[config.mk]
export PLATFORM = sky130hd
export DESIGN_NAME = aging_id_lock_table_top
export DESIGN_NICKNAME = d
export VERILOG_FILES = /design/src/rtl/core/ailt_pkg.sv /design/src/rtl/core/ailt_front.sv /design/src/rtl/core/ailt_back.sv /design/src/rtl/core/aging_id_lock_table_top.sv
export SDC_FILE = /design/constraint.sdc
export NUM_CORES = 2
export LEC_CHECK = 0
export ABC_AREA = 1
export BUFFER_PORTS_ARGS = -buffer_cell sky130_fd_sc_hd__buf_2
export CELL_PAD_IN_SITES_DETAIL_PLACEMENT = 2
export CELL_PAD_IN_SITES_GLOBAL_PLACEMENT = 2
export CORE_ASPECT_RATIO = 0.7
export CORE_MARGIN = 10
export CORE_UTILIZATION = 43
export CTS_CLUSTER_DIAMETER = 150
export CTS_CLUSTER_SIZE = 30
export DETAILED_ROUTE_END_ITERATION = 7
export PLACE_DENSITY = 0.91
export REMOVE_ABC_BUFFERS = 1
export SLEW_MARGIN = 20
export SYNTH_ARGS = -nofsm -noshare
export SYNTH_HDL_FRONTEND = slang
export SYNTH_HIERARCHICAL = 1
export SYNTH_SLANG_ARGS = --single-unit
[constraint.sdc]
create_clock -name clk -period 7.1 [get_ports clk]
set_input_delay 1.065 -clock clk [delete_from_list [all_inputs] [get_ports clk]]
set_output_delay 1.065 -clock clk [all_outputs]
set_load 0.01 [all_outputs]
[src/rtl/core/ailt_pkg.sv]
// ailt_pkg: shared types, codes and sizes for the aging id table.
// No dependencies; used by every module of the block.
package ailt_pkg;

  localparam int TABLE_DEPTH  = 16;
  localparam int MAX_RESULTS  = 16;
  localparam int IDX_W        = $clog2(TABLE_DEPTH);
  localparam int CNT_W        = $clog2(MAX_RESULTS);
  localparam int ID_W         = 32;
  localparam int TIME_W       = 32;
  localparam int REQ_W        = 3;
  localparam int DATA_W       = 32;
  localparam int PADDR_W      = 3;
  localparam int REG_IDX_LSB  = 2;
  localparam int QUEUE_DEPTH  = 2;
  localparam int QPTR_W       = $clog2(QUEUE_DEPTH);
  localparam int QCNT_W       = $clog2(QUEUE_DEPTH + 1);

  localparam logic [DATA_W-1:0] MAX_AGE_RESET = 32'd1000;
  localparam logic [PADDR_W-REG_IDX_LSB-1:0] REG_MAX_AGE = '0;

  localparam logic [REQ_W-1:0] REQ_ADD    = 3'd0;
  localparam logic [REQ_W-1:0] REQ_REMOVE = 3'd1;
  localparam logic [REQ_W-1:0] REQ_QUERY  = 3'd2;
  localparam logic [REQ_W-1:0] REQ_SWEEP  = 3'd3;
  localparam logic [REQ_W-1:0] REQ_CLEAR  = 3'd4;

  typedef enum logic [2:0] {
    OP_ADD,
    OP_REMOVE,
    OP_QUERY,
    OP_SWEEP,
    OP_CLEAR,
    OP_NOP
  } op_t;

  typedef struct packed {
    op_t               op;
    logic [ID_W-1:0]   obj_id;
    logic [TIME_W-1:0] now_time;
  } cmd_t;

  typedef enum logic [2:0] {
    ST_IDLE,
    ST_SCAN,
    ST_HIT,
    ST_SWEEP_CHK,
    ST_MIN,
    ST_EMIT
  } state_t;

endpackage

[src/rtl/core/ailt_front.sv]
// ailt_front: accepts requests, decodes the request type into an opcode and
// buffers decoded commands in a short queue. Depends on ailt_pkg.
module ailt_front (
  input  logic                         clk,
  input  logic                         rst_n,
  input  logic                         in_valid,
  output logic                         in_ready,
  input  logic [ailt_pkg::REQ_W-1:0]   in_req_type,
  input  logic [ailt_pkg::ID_W-1:0]    in_obj_id,
  input  logic [ailt_pkg::TIME_W-1:0]  in_now_time,
  output logic                         cmd_valid,
  input  logic                         cmd_ready,
  output ailt_pkg::cmd_t               cmd
);

  ailt_pkg::cmd_t                  q_r [ailt_pkg::QUEUE_DEPTH];
  logic [ailt_pkg::QPTR_W-1:0]     wr_ptr_r, wr_ptr_nxt;
  logic [ailt_pkg::QPTR_W-1:0]     rd_ptr_r, rd_ptr_nxt;
  logic [ailt_pkg::QCNT_W-1:0]     count_r, count_nxt;
  ailt_pkg::cmd_t                  dec;
  logic                            push, pop;

  always_comb begin
    dec.obj_id   = in_obj_id;
    dec.now_time = in_now_time;
    unique case (in_req_type)
      ailt_pkg::REQ_ADD:    dec.op = ailt_pkg::OP_ADD;
      ailt_pkg::REQ_REMOVE: dec.op = ailt_pkg::OP_REMOVE;
      ailt_pkg::REQ_QUERY:  dec.op = ailt_pkg::OP_QUERY;
      ailt_pkg::REQ_SWEEP:  dec.op = ailt_pkg::OP_SWEEP;
      ailt_pkg::REQ_CLEAR:  dec.op = ailt_pkg::OP_CLEAR;
      default:              dec.op = ailt_pkg::OP_NOP;
    endcase
  end

  assign in_ready  = (count_r != ailt_pkg::QCNT_W'(ailt_pkg::QUEUE_DEPTH));
  assign cmd_valid = (count_r != '0);
  assign cmd       = q_r[rd_ptr_r];
  assign push      = in_valid && in_ready;
  assign pop       = cmd_valid && cmd_ready;

  always_comb begin
    wr_ptr_nxt = wr_ptr_r;
    rd_ptr_nxt = rd_ptr_r;
    count_nxt  = count_r;
    if (push) begin
      wr_ptr_nxt = (wr_ptr_r == ailt_pkg::QPTR_W'(ailt_pkg::QUEUE_DEPTH - 1)) ?
                   '0 : wr_ptr_r + 1'b1;
    end
    if (pop) begin
      rd_ptr_nxt = (rd_ptr_r == ailt_pkg::QPTR_W'(ailt_pkg::QUEUE_DEPTH - 1)) ?
                   '0 : rd_ptr_r + 1'b1;
    end
    if (push && !pop) begin
      count_nxt = count_r + 1'b1;
    end else if (pop && !push) begin
      count_nxt = count_r - 1'b1;
    end
  end

  always_ff @(posedge clk) begin
    if (!rst_n) begin
      wr_ptr_r <= '0;
      rd_ptr_r <= '0;
      count_r  <= '0;
    end else begin
      wr_ptr_r <= wr_ptr_nxt;
      rd_ptr_r <= rd_ptr_nxt;
      count_r  <= count_nxt;
    end
  end

  always_ff @(posedge clk) begin
    if (push) begin
      q_r[wr_ptr_r] <= dec;
    end
  end

endmodule

[src/rtl/core/ailt_back.sv]
// ailt_back: executes queued commands against the entry table, scanning one
// entry per cycle, and drives the registered result channel. Depends on ailt_pkg.
module ailt_back (
  input  logic                          clk,
  input  logic                          rst_n,
  input  logic                          cmd_valid,
  output logic                          cmd_ready,
  input  ailt_pkg::cmd_t                cmd,
  input  logic [ailt_pkg::DATA_W-1:0]   max_age,
  output logic                          out_valid,
  input  logic                          out_ready,
  output logic                          out_found,
  output logic                          out_table_full,
  output logic                          out_expired_valid,
  output logic [ailt_pkg::ID_W-1:0]     out_expired_id,
  output logic                          out_table_empty,
  output logic                          out_last
);

  ailt_pkg::state_t                   state_r, state_nxt;
  ailt_pkg::cmd_t                     cmd_r, cmd_nxt;
  logic [ailt_pkg::TABLE_DEPTH-1:0]   valid_r, valid_nxt;
  logic [ailt_pkg::TABLE_DEPTH-1:0]   hit_r, hit_nxt;
  logic [ailt_pkg::ID_W-1:0]          ent_id_r    [ailt_pkg::TABLE_DEPTH];
  logic [ailt_pkg::TIME_W-1:0]        ent_stamp_r [ailt_pkg::TABLE_DEPTH];
  logic [ailt_pkg::IDX_W-1:0]         idx_r, idx_nxt;
  logic                               match_hit_r, match_hit_nxt;
  logic [ailt_pkg::IDX_W-1:0]         match_idx_r, match_idx_nxt;
  logic                               free_hit_r, free_hit_nxt;
  logic [ailt_pkg::IDX_W-1:0]         free_idx_r, free_idx_nxt;
  logic                               best_hit_r, best_hit_nxt;
  logic [ailt_pkg::IDX_W-1:0]         best_idx_r, best_idx_nxt;
  logic [ailt_pkg::ID_W-1:0]          best_id_r, best_id_nxt;
  logic [ailt_pkg::CNT_W-1:0]         cnt_r, cnt_nxt;
  logic                               empty_r, empty_nxt;

  logic                               out_valid_r, out_valid_nxt;
  logic                               out_found_r, out_full_r, out_xv_r, out_empty_r;
  logic                               out_last_r;
  logic [ailt_pkg::ID_W-1:0]          out_xid_r;

  logic                               emit;
  logic                               o_found, o_full, o_xv, o_last;
  logic [ailt_pkg::ID_W-1:0]          o_xid;
  logic                               we_id, we_stamp;
  logic [ailt_pkg::IDX_W-1:0]         we_idx;

  logic [ailt_pkg::ID_W-1:0]          cur_id;
  logic [ailt_pkg::TIME_W-1:0]        cur_stamp;
  logic [ailt_pkg::TIME_W-1:0]        age;
  logic                               cur_valid, scan_last, expire, out_free;

  assign cur_id    = ent_id_r[idx_r];
  assign cur_stamp = ent_stamp_r[idx_r];
  assign cur_valid = valid_r[idx_r];
  assign scan_last = (idx_r == ailt_pkg::IDX_W'(ailt_pkg::TABLE_DEPTH - 1));
  assign age       = cmd_r.now_time - cur_stamp;
  assign expire    = cur_valid && (cmd_r.now_time > cur_stamp) && (age >= max_age);
  assign out_free  = !out_valid_r || out_ready;

  always_comb begin
    state_nxt     = state_r;
    cmd_nxt       = cmd_r;
    valid_nxt     = valid_r;
    hit_nxt       = hit_r;
    idx_nxt       = scan_last ? '0 : idx_r + 1'b1;
    match_hit_nxt = match_hit_r;
    match_idx_nxt = match_idx_r;
    free_hit_nxt  = free_hit_r;
    free_idx_nxt  = free_idx_r;
    best_hit_nxt  = best_hit_r;
    best_idx_nxt  = best_idx_r;
    best_id_nxt   = best_id_r;
    cnt_nxt       = cnt_r;
    empty_nxt     = empty_r;
    cmd_ready     = 1'b0;
    emit          = 1'b0;
    o_found       = 1'b0;
    o_full        = 1'b0;
    o_xv          = 1'b0;
    o_xid         = '0;
    o_last        = 1'b1;
    we_id         = 1'b0;
    we_stamp      = 1'b0;
    we_idx        = match_idx_r;

    unique case (state_r)
      ailt_pkg::ST_IDLE: begin
        cmd_ready     = 1'b1;
        idx_nxt       = '0;
        match_hit_nxt = 1'b0;
        free_hit_nxt  = 1'b0;
        hit_nxt       = '0;
        if (cmd_valid) begin
          cmd_nxt = cmd;
          unique case (cmd.op)
            ailt_pkg::OP_ADD,
            ailt_pkg::OP_REMOVE,
            ailt_pkg::OP_QUERY:  state_nxt = ailt_pkg::ST_SCAN;
            ailt_pkg::OP_SWEEP:  state_nxt = ailt_pkg::ST_HIT;
            default:             state_nxt = ailt_pkg::ST_EMIT;
          endcase
        end
      end

      ailt_pkg::ST_SCAN: begin
        if (cur_valid && (cur_id == cmd_r.obj_id) && !match_hit_r) begin
          match_hit_nxt = 1'b1;
          match_idx_nxt = idx_r;
        end
        if (!cur_valid && !free_hit_r) begin
          free_hit_nxt = 1'b1;
          free_idx_nxt = idx_r;
        end
        if (scan_last) begin
          state_nxt = ailt_pkg::ST_EMIT;
        end
      end

      ailt_pkg::ST_HIT: begin
        hit_nxt[idx_r] = expire;
        if (scan_last) begin
          state_nxt = ailt_pkg::ST_SWEEP_CHK;
        end
      end

      ailt_pkg::ST_SWEEP_CHK: begin
        // empty after the sweep only if every valid entry expires and all fit
        empty_nxt    = ~|(valid_r & ~hit_r) &&
                       ($countones(hit_r) <= ailt_pkg::MAX_RESULTS);
        best_hit_nxt = 1'b0;
        cnt_nxt      = '0;
        idx_nxt      = '0;
        state_nxt    = (|hit_r) ? ailt_pkg::ST_MIN : ailt_pkg::ST_EMIT;
      end

      ailt_pkg::ST_MIN: begin
        if (hit_r[idx_r] && (!best_hit_r || (cur_id < best_id_r))) begin
          best_hit_nxt = 1'b1;
          best_idx_nxt = idx_r;
          best_id_nxt  = cur_id;
        end
        if (scan_last) begin
          state_nxt = ailt_pkg::ST_EMIT;
        end
      end

      ailt_pkg::ST_EMIT: begin
        idx_nxt = '0;
        if (out_free) begin
          emit      = 1'b1;
          state_nxt = ailt_pkg::ST_IDLE;
          unique case (cmd_r.op)
            ailt_pkg::OP_ADD: begin
              if (match_hit_r) begin
                we_stamp = 1'b1;
                we_idx   = match_idx_r;
              end else if (free_hit_r) begin
                we_id             = 1'b1;
                we_stamp          = 1'b1;
                we_idx            = free_idx_r;
                valid_nxt[free_idx_r] = 1'b1;
              end else begin
                o_full = 1'b1;
              end
            end
            ailt_pkg::OP_REMOVE: begin
              o_found = match_hit_r;
              if (match_hit_r) begin
                valid_nxt[match_idx_r] = 1'b0;
              end
            end
            ailt_pkg::OP_QUERY: begin
              o_found = match_hit_r;
            end
            ailt_pkg::OP_SWEEP: begin
              if (best_hit_r) begin
                valid_nxt[best_idx_r] = 1'b0;
                hit_nxt[best_idx_r]   = 1'b0;
                o_xv    = 1'b1;
                o_xid   = best_id_r;
                cnt_nxt = cnt_r + 1'b1;
                if ((|hit_nxt) &&
                    (cnt_r != ailt_pkg::CNT_W'(ailt_pkg::MAX_RESULTS - 1))) begin
                  o_last       = 1'b0;
                  best_hit_nxt = 1'b0;
                  state_nxt    = ailt_pkg::ST_MIN;
                end
              end
            end
            ailt_pkg::OP_CLEAR: begin
              valid_nxt = '0;
            end
            default: begin
            end
          endcase
        end
      end

      default: begin
        state_nxt = ailt_pkg::ST_IDLE;
      end
    endcase
  end

  assign out_valid_nxt = emit || (out_valid_r && !out_ready);

  always_ff @(posedge clk) begin
    if (!rst_n) begin
      state_r     <= ailt_pkg::ST_IDLE;
      valid_r     <= '0;
      out_valid_r <= 1'b0;
    end else begin
      state_r     <= state_nxt;
      valid_r     <= valid_nxt;
      out_valid_r <= out_valid_nxt;
    end
  end

  always_ff @(posedge clk) begin
    cmd_r       <= cmd_nxt;
    hit_r       <= hit_nxt;
    idx_r       <= idx_nxt;
    match_hit_r <= match_hit_nxt;
    match_idx_r <= match_idx_nxt;
    free_hit_r  <= free_hit_nxt;
    free_idx_r  <= free_idx_nxt;
    best_hit_r  <= best_hit_nxt;
    best_idx_r  <= best_idx_nxt;
    best_id_r   <= best_id_nxt;
    cnt_r       <= cnt_nxt;
    empty_r     <= empty_nxt;
    if (we_id) begin
      ent_id_r[we_idx] <= cmd_r.obj_id;
    end
    if (we_stamp) begin
      ent_stamp_r[we_idx] <= cmd_r.now_time;
    end
    if (emit) begin
      out_found_r <= o_found;
      out_full_r  <= o_full;
      out_xv_r    <= o_xv;
      out_xid_r   <= o_xid;
      out_last_r  <= o_last;
      out_empty_r <= (cmd_r.op == ailt_pkg::OP_SWEEP) ? empty_r : ~|valid_nxt;
    end
  end

  assign out_valid         = out_valid_r;
  assign out_found         = out_found_r;
  assign out_table_full    = out_full_r;
  assign out_expired_valid = out_xv_r;
  assign out_expired_id    = out_xid_r;
  assign out_table_empty   = out_empty_r;
  assign out_last          = out_last_r;

endmodule

[src/rtl/core/aging_id_lock_table_top.sv]
// Aging id table top: add, remove and query scan every entry, then give one result;
// a sweep marks expired entries in one scan, then emits one result per expired id,
// smallest first, one scan each (one if none); clear and undefined requests go
// straight to the result. One request at a time, paced by the single entry compare
// walking the table one entry per cycle. Reset (rst_n low, synchronous): entries
// invalid, max_age = 1000, queue and result register empty. Uses ailt_front/back.
module aging_id_lock_table_top (
  input  logic                                 clk,
  input  logic                                 rst_n,
  input  logic                                 in_valid,
  output logic                                 in_ready,
  input  logic [ailt_pkg::REQ_W-1:0]           in_req_type,
  input  logic [ailt_pkg::ID_W-1:0]            in_obj_id,
  input  logic [ailt_pkg::TIME_W-1:0]          in_now_time,
  output logic                                 out_valid,
  input  logic                                 out_ready,
  output logic                                 out_found,
  output logic                                 out_table_full,
  output logic                                 out_expired_valid,
  output logic [ailt_pkg::ID_W-1:0]            out_expired_id,
  output logic                                 out_table_empty,
  output logic                                 out_last,
  input  logic                                 psel,
  input  logic                                 penable,
  input  logic                                 pwrite,
  input  logic [ailt_pkg::PADDR_W-1:0]         paddr,
  input  logic [ailt_pkg::DATA_W-1:0]          pwdata,
  output logic [ailt_pkg::DATA_W-1:0]          prdata,
  output logic                                 pready
);

  logic [ailt_pkg::DATA_W-1:0] max_age_r, max_age_nxt;
  logic                        sel_max_age, cfg_wr;
  logic                        cmd_valid, cmd_ready;
  ailt_pkg::cmd_t              cmd;

  assign pready      = 1'b1;
  assign sel_max_age = (paddr[ailt_pkg::PADDR_W-1:ailt_pkg::REG_IDX_LSB] ==
                        ailt_pkg::REG_MAX_AGE);
  assign cfg_wr      = psel && penable && pwrite && pready;
  assign max_age_nxt = (cfg_wr && sel_max_age) ? pwdata : max_age_r;
  assign prdata      = sel_max_age ? max_age_r : '0;

  always_ff @(posedge clk) begin
    if (!rst_n) begin
      max_age_r <= ailt_pkg::MAX_AGE_RESET;
    end else begin
      max_age_r <= max_age_nxt;
    end
  end

  ailt_front u_front (
    .clk         (clk),
    .rst_n       (rst_n),
    .in_valid    (in_valid),
    .in_ready    (in_ready),
    .in_req_type (in_req_type),
    .in_obj_id   (in_obj_id),
    .in_now_time (in_now_time),
    .cmd_valid   (cmd_valid),
    .cmd_ready   (cmd_ready),
    .cmd         (cmd)
  );

  ailt_back u_back (
    .clk               (clk),
    .rst_n             (rst_n),
    .cmd_valid         (cmd_valid),
    .cmd_ready         (cmd_ready),
    .cmd               (cmd),
    .max_age           (max_age_r),
    .out_valid         (out_valid),
    .out_ready         (out_ready),
    .out_found         (out_found),
    .out_table_full    (out_table_full),
    .out_expired_valid (out_expired_valid),
    .out_expired_id    (out_expired_id),
    .out_table_empty   (out_table_empty),
    .out_last          (out_last)
  );

endmodule

**Yosys cells after proc, flatten, opt, wreduce, memory -nomap -nowiden**

Memory sizes are Yosys's and may differ from the RTL's. A register that Yosys moved wholly into a read port is not among the register bits.
Cells that the tools add are included.

- Bitwise logic cells: 12
- Add/subtract/negate cells: 22
- $lt $le $gt $ge: 12
- Reductions and logical operators: 65
- Equal/unequal tests: 29
- Multiplexer cells: 84

Operators by type and width:

| kind | count |
|---|---|
| $add 32x32->32 | 7 |
| $mux 16 | 9 |
| $and 16x16->16 | 4 |
| $pmux 16 s4 | 1 |
| $reduce_or 16->1 | 4 |
| $not 16->16 | 3 |
| $pmux 16 s3 | 1 |
| $mux 4 | 10 |
| $mux 1 | 39 |
| $eq 32x32->1 | 1 |
| $ge 32x32->1 | 1 |
| $gt 32x32->1 | 1 |
| $le 32x6->1 const B | 1 |
| $lt 32x32->1 | 1 |
| $mux 32 | 1 |
| $sub 32x32->32 | 1 |
| $pmux 3 s5 | 2 |
| $eq 3x2->1 const B | 8 |
| $mux 3 | 7 |
| $logic_and 1x1->1 | 20 |
| $lt 4x5->1 const B | 4 |
| $reduce_and 4->1 | 5 |
| $add 1x1->2 | 8 |
| $bwmux 16 | 1 |
| other kinds (30) | 84 |

- Memories: 3
- RAM bits: 1158
- Output and inout bits: 72
- Bits of input ports: 109
- Logic and storage cells: 254
- Register bits: 232

Memories:

| memory | depth | width | rd ports | clocked after memory_dff | wr ports | RTL line | text |
|---|---|---|---|---|---|---|---|
| u_back.ent_id_r | 16 | 32 | 1 | 1 | 1 | ailt_back.sv:24 | `logic [ailt_pkg::ID_W-1:0] ent_id_r [ailt_pkg::TABLE_DEPTH];` |
| u_back.ent_stamp_r | 16 | 32 | 1 | 1 | 1 | ailt_back.sv:25 | `logic [ailt_pkg::TIME_W-1:0] ent_stamp_r [ailt_pkg::TABLE_DEPTH];` |
| u_front.q_r | 2 | 67 | 1 | 1 | 1 | ailt_front.sv:16 | `ailt_pkg::cmd_t q_r [ailt_pkg::QUEUE_DEPTH];` |

**Longest topological paths before layout**

- Word-level depth: 13
- Mapped depth: 37
- Mapped depth without buffers: 29

**By module**

The synthesis kept the hierarchy.

By module, submodules not included:

| module | sequential area each (µm²) | area each (µm²) | cells an instance | times used |
|---|---|---|---|---|
| ailt_back | 36394.9 | 52086.2 | 4349 | 1 |
| ailt_front | 4124.0 | 5206.2 | 249 | 1 |
| aging_id_lock_table_top | 640.6 | 1639.1 | 268 | 1 |

**Worst setup path before layout**

No wires, ideal clock.

- Path type: flip-flop to flip-flop
- Start point: reg u_back/idx_r[0] (netlist bit)
- End point: reg u_back/hit_r[15] (netlist bit) (data pin)
- Required time: 6847 ps
- Path buffers: 8
- Arrival: 5205 ps
- Cell stages (with the launch flop): 36
- Slack: 1642 ps
- Cell sequence: dfxtp_1 -> buf_4 -> inv_4 -> buf_6 -> buf_2 -> buf_4 -> buf_2 -> buf_2 -> buf_2 -> o21ai_0 -> o22ai_1 -> nand2_1 -> nand4_1 -> ha_1 -> fa_1 -> nand3b_1 -> nand2_1 -> a21oi_1 -> o21ai_1 -> a21boi_1 -> o21bai_1 -> a21boi_0 -> o21ai_0 -> nand2_1 -> nand2_1 -> xor2_1 -> ha_1 -> nand2_1 -> o21ai_0 -> a21boi_0 -> o21ai_0 -> o21ai_2 -> buf_4 -> nand2_1 -> nand2_1 -> nand2_1

- Word-level cells in the longest chain between the ends: 6
- Elaborated cells on any way between the ends: 11
- Those cells by class: order compare (2); mux (6); reduce/logical (3)

RTL lines:

| element | RTL line | text |
|---|---|---|
| start, declared | ailt_back.sv:26 | `logic [ailt_pkg::IDX_W-1:0] idx_r, idx_nxt;` |
| start signal, assigned | ailt_back.sv:223 | `idx_r <= idx_nxt;` |
| $lt 4x5->1 (not written as such) (tied with other cells) | ailt_back.sv:121 | `hit_nxt[idx_r] = expire;` |
| $logic_and 1x1->1 (not written as such) / $mux 1 (equally long branches) | ailt_back.sv:121, ailt_back.sv:55 |  |
| $mux 1 (not written as such) / $logic_and 1x1->1 (equally long branches) | ailt_back.sv:121, ailt_back.sv:58 |  |
| $demux 1 s4 / $logic_and 1x1->1 (equally long branches) | - |  |
| $bwmux 16 * | ailt_back.sv:121 |  |
| $pmux 16 s3 * | ailt_back.sv:87 | `unique case (state_r)` |
| named net u_back.hit_nxt, one bit | ailt_back.sv:23 | `logic [ailt_pkg::TABLE_DEPTH-1:0] hit_r, hit_nxt;` |
| end signal, assigned | ailt_back.sv:222 | `hit_r <= hit_nxt;` |
| end, declared | ailt_back.sv:23 |  |

Mark *: on every way through the listed nets, which the timed path passes. The rest lies on a longest branch. The select of a mux whose other input is x is not followed.
A chain may end at the register's enable or synchronous reset.

**Worst setup path in the final report**

- Start point: reg u_back/idx_r[3] (netlist bit)
- End point: reg u_back/hit_r[3] (netlist bit) (data pin)

The elaborated chain is that of the path after synthesis.

==> flow_summary_export.csv <==
group,metric,value,unit
status,status,"complete, but fails checks",
status,violations,"negative setup slack",
critical_path,cp_max_fo,16,
critical_path,end_kind,"flip-flop",
clocking,clock-sinks,1391,
power_and_ir_drop,powerDensity,430,mW/mm²
clocking,insertion_delay,790,ps
power_and_ir_drop,cellLeakagePower,22.2,nW
placed_design,place_ws,145,ps
clocking,path_clk_slew,130,ps
finish,final_common_cell,"edfxtp_1",
critical_path,r2r_slack,-60,ps
die,die_w,462,µm
finish,drive_above_1_share,9.92,%
detailed_routing,dr.pass1.iters,6,
yosys,avgSynthCellArea,12.1,µm²
die,ioPinCount,181,
global_route,grt_pass1_vias,48059,
yosys,netlist_area,0.0589,mm²
sta,hold_violations,0,
clocking,htree_levels,2,
yosys,yosys_warnings,6,
critical_path,cp.required,7640,ps
placed_design,dp_hpwl,156,mm
die,start_util,43.4,%
die,std_cell_rows,113,
detailed_routing,vias,45405,
detailed_routing,drt-initial-drc-count,7255,
yosys,ys_types,60,
detailed_routing,routedWlPerCell,37.7,µm
detailed_routing,drtAntennaViolNets,0,
critical_path,r2r-start,"u_back/idx_r[3]",
finish,final-instance-count-excl-fill,6844,
critical_path,crit_start,"u_back/idx_r[3]",
yosys,netlist_instances,4866,
critical_path,reg2reg_to,"u_back/hit_r[3]",
critical_path,rr_worst_depth,27,
yosys,synth_ff_type,"edfxtp_1",
die,core-area,0.136,mm²
sta,fin_crit_sh,101,%
sta,clock_skew,70.1,ps
yosys,ys_seq_elements,1391,
sta,min_period,7160,ps
placed_design,dpl_cell_area,0.0622,mm²
critical_path,critPathMaxStageDelay,590,ps
sta,setup-violations-final,3,
yosys,synth.top_cell.area_share,67.8,%
critical_path,cp-endpoint,"u_back/hit_r[3]",
sta,maxSlewViolCount,0,
detailed_routing,via_per_inst,6.63,
clocking,cts_root_buffer,"clkbuf_16",
power_and_ir_drop,finalPower,27.5,mW
job,drv_cap,0,
finish,final_cell_area,0.0640,mm²
sta,setup_slack,-56.4,ps
finish,mostFrequentLayoutCells,"edfxtp_1 (1330), nor2_1 (794), o21ai_0 (571)",
global_route,grt_max_degree,218,
yosys,async_flop_share,0,%
critical_path,crit_path_frequent_cell,"nand2_1",
clocking,ctsLongestPathBuffers,3,
global_route,grt_usage,32.2,%
die,die_y,330,µm
placed_design,dp_cells,6734,
finish,area_delta_synth_final,8.60,%
placed_design,gp_congestion,0.913,
critical_path,cp-start-kind,"flip-flop",
yosys,synthTopCellsByArea,"edfxtp_1 (68%), nor2_1 (5.3%), o21ai_0 (4.9%)",
finish,nNetsFinal,5193,
yosys,yosysTopAreaCell,"edfxtp_1",
finish,fill_cells,13348,
global_route,grt_first_pass_wirelength,362,mm
yosys,yosysSeqAreaShare,69.8,%
yosys,synth_edf_count,1330,
global_route,overflow,0,
placed_design,portBuffers,177,
detailed_routing,drc,0,
clocking,numCtsBuffers,52,
clocking,cts_tree,"yes",
detailed_routing,finalWirelength,258,mm
sta,slew_headroom,19.7,%
critical_path,arrival,7700,ps
die,fp.dieArea,0.152,mm²
sta,finalSetupTns,-66.9,ps
sta,rsz0062_at_grt,"no",
sta,max_slew.worst_pin.slew,1200,ps
sta,fmax,0.140,GHz
global_route,antenna_found_initial,7,
critical_path,critPathKind,"flip-flop to flip-flop",
worst_hold_path,hp-class,"input port to flip-flop",
critical_path,cpMaxStageDelayCell,"a221oi_1",
power_and_ir_drop,ir_worst_vdd,0.000361,V
through the flow:
step / hold slack [ps] / utilization [%]
after floorplan: 451 / -
after global placement: 478 / 45.7
after detailed placement: 499 / 45.7
after CTS: 439 / 46.9
after global routing: 456 / 47.1
final: 471 / 47.1
routing by layer:
metal	up-vias	part of all wire, %	track usage [%]
met2	3516	47	53.5
met3	961	10	6.66
met1	23352	36	39.9
met4	10	5.8	16.5
met5	-	0.026	0
li1	17566	-	-
worst min path at each step:
stage | startpoint | end | slack, ps | depth (start not counted)
final | in_obj_id[31] | u_front/q_r[0][63] | 470 | 1
after CTS | in_obj_id[26] | u_front/q_r[1][58] | 440 | 1
after global routing | in_obj_id[6] | u_front/q_r[1][38] | 460 | 1
after global placement | u_front/rd_ptr_r | u_front/rd_ptr_r | 480 | 2
after floorplan | max_age_r[3] | max_age_r[3] | 450 | 2
after detailed placement | max_age_r[13] | max_age_r[13] | 500 | 2
logic make-up (layout without fill, tap and decap cells):
| family | count (synthesis) | count (layout) | share of synthesized area [%] |
|---|---|---|---|
| mux | 67 | 67 | 1.47 |
| other cells | 1 | 5 | 0.00636 |
| compound gates | 1074 | 1074 | 10.4 |
| simple gates | 1565 | 1565 | 10.8 |
| buf+inv | 608 | 742 | 4.23 |
| flops | 1391 | 1391 | 69.8 |
| xor+xnor | 41 | 41 | 0.609 |
| fa+ha+maj | 119 | 119 | 2.67 |
registers in the layout, indices dropped and copies added (netlist names), 2 cells and up, named ones only:
signal,count
u_back/state_r,3
max_age_r,32
u_back/cnt_r,4
u_back/match_idx_r,4
u_front/count_r,2
u_back/hit_r,16
u_back/ent_id_r,512
u_back/idx_r,4
u_back/cmd_r,67
u_back/best_idx_r,4
u_back/out_expired_id,32
u_back/free_idx_r,4
u_back/ent_stamp_r,512
u_back/valid_r,16
u_front/q_r,134
u_back/best_id_r,32
power by group:
| group | switching, mW | internal, mW | total [mW] |
|---|---|---|---|
| clock | 2.78 | 1.42 | 4.20 |
| sequential | 1.22 | 10.3 | 11.5 |
| combinational | 8.51 | 3.30 | 11.8 |
| total | 12.5 | 15.0 | 27.5 |
critical path, delay by kind of cell (launching register included):
family                   cells  cell delay [ps]
adder cells (fa/ha/maj)      2              720
flip-flops                   1              580
buffers and inverters        3              860
AND/OR/NAND/NOR              8             1010
AO/OA/AOI/OAI               14             3680
synth_stat cells, types with 20 or more instances:
| library cell | number |
|---|---|
| edfxtp_1 | 1330 |
| nor2_1 | 831 |
| o21ai_0 | 572 |
| nand2_1 | 513 |
| inv_1 | 355 |
| o22ai_1 | 262 |
| clkbuf_1 | 166 |
| ha_1 | 108 |
| nand3_1 | 108 |
| a21oi_1 | 92 |
| dfxtp_1 | 61 |
| nand4_1 | 48 |
| buf_2 | 41 |
| mux2_2 | 37 |
| a221oi_1 | 35 |
| a22o_1 | 32 |
| mux2_4 | 30 |
| xor2_1 | 24 |
| nor3_1 | 20 |
final cells by class:
class                      instances  area, µm²  area share [%]
clock inverter                     4       65.1           0.102
timing repair buffer             290       2050            3.20
multi-input combinational       2867      15600            24.3
tap                             1840       2300            3.60
clock buffer                      85       1430            2.23
sequential                      1391      41200            64.3
antenna                            4       10.0          0.0156
inverter                         363       1390            2.18
timing repair:
item                       in CTS  in global routing
gates resized for setup         3                  7
hold buffers                    0                  0
setup endpoints to repair      16                 16
pin swaps                       0                  1
setup buffers                   5                  5
Note: power is estimated with default switching activity, not from simulation.
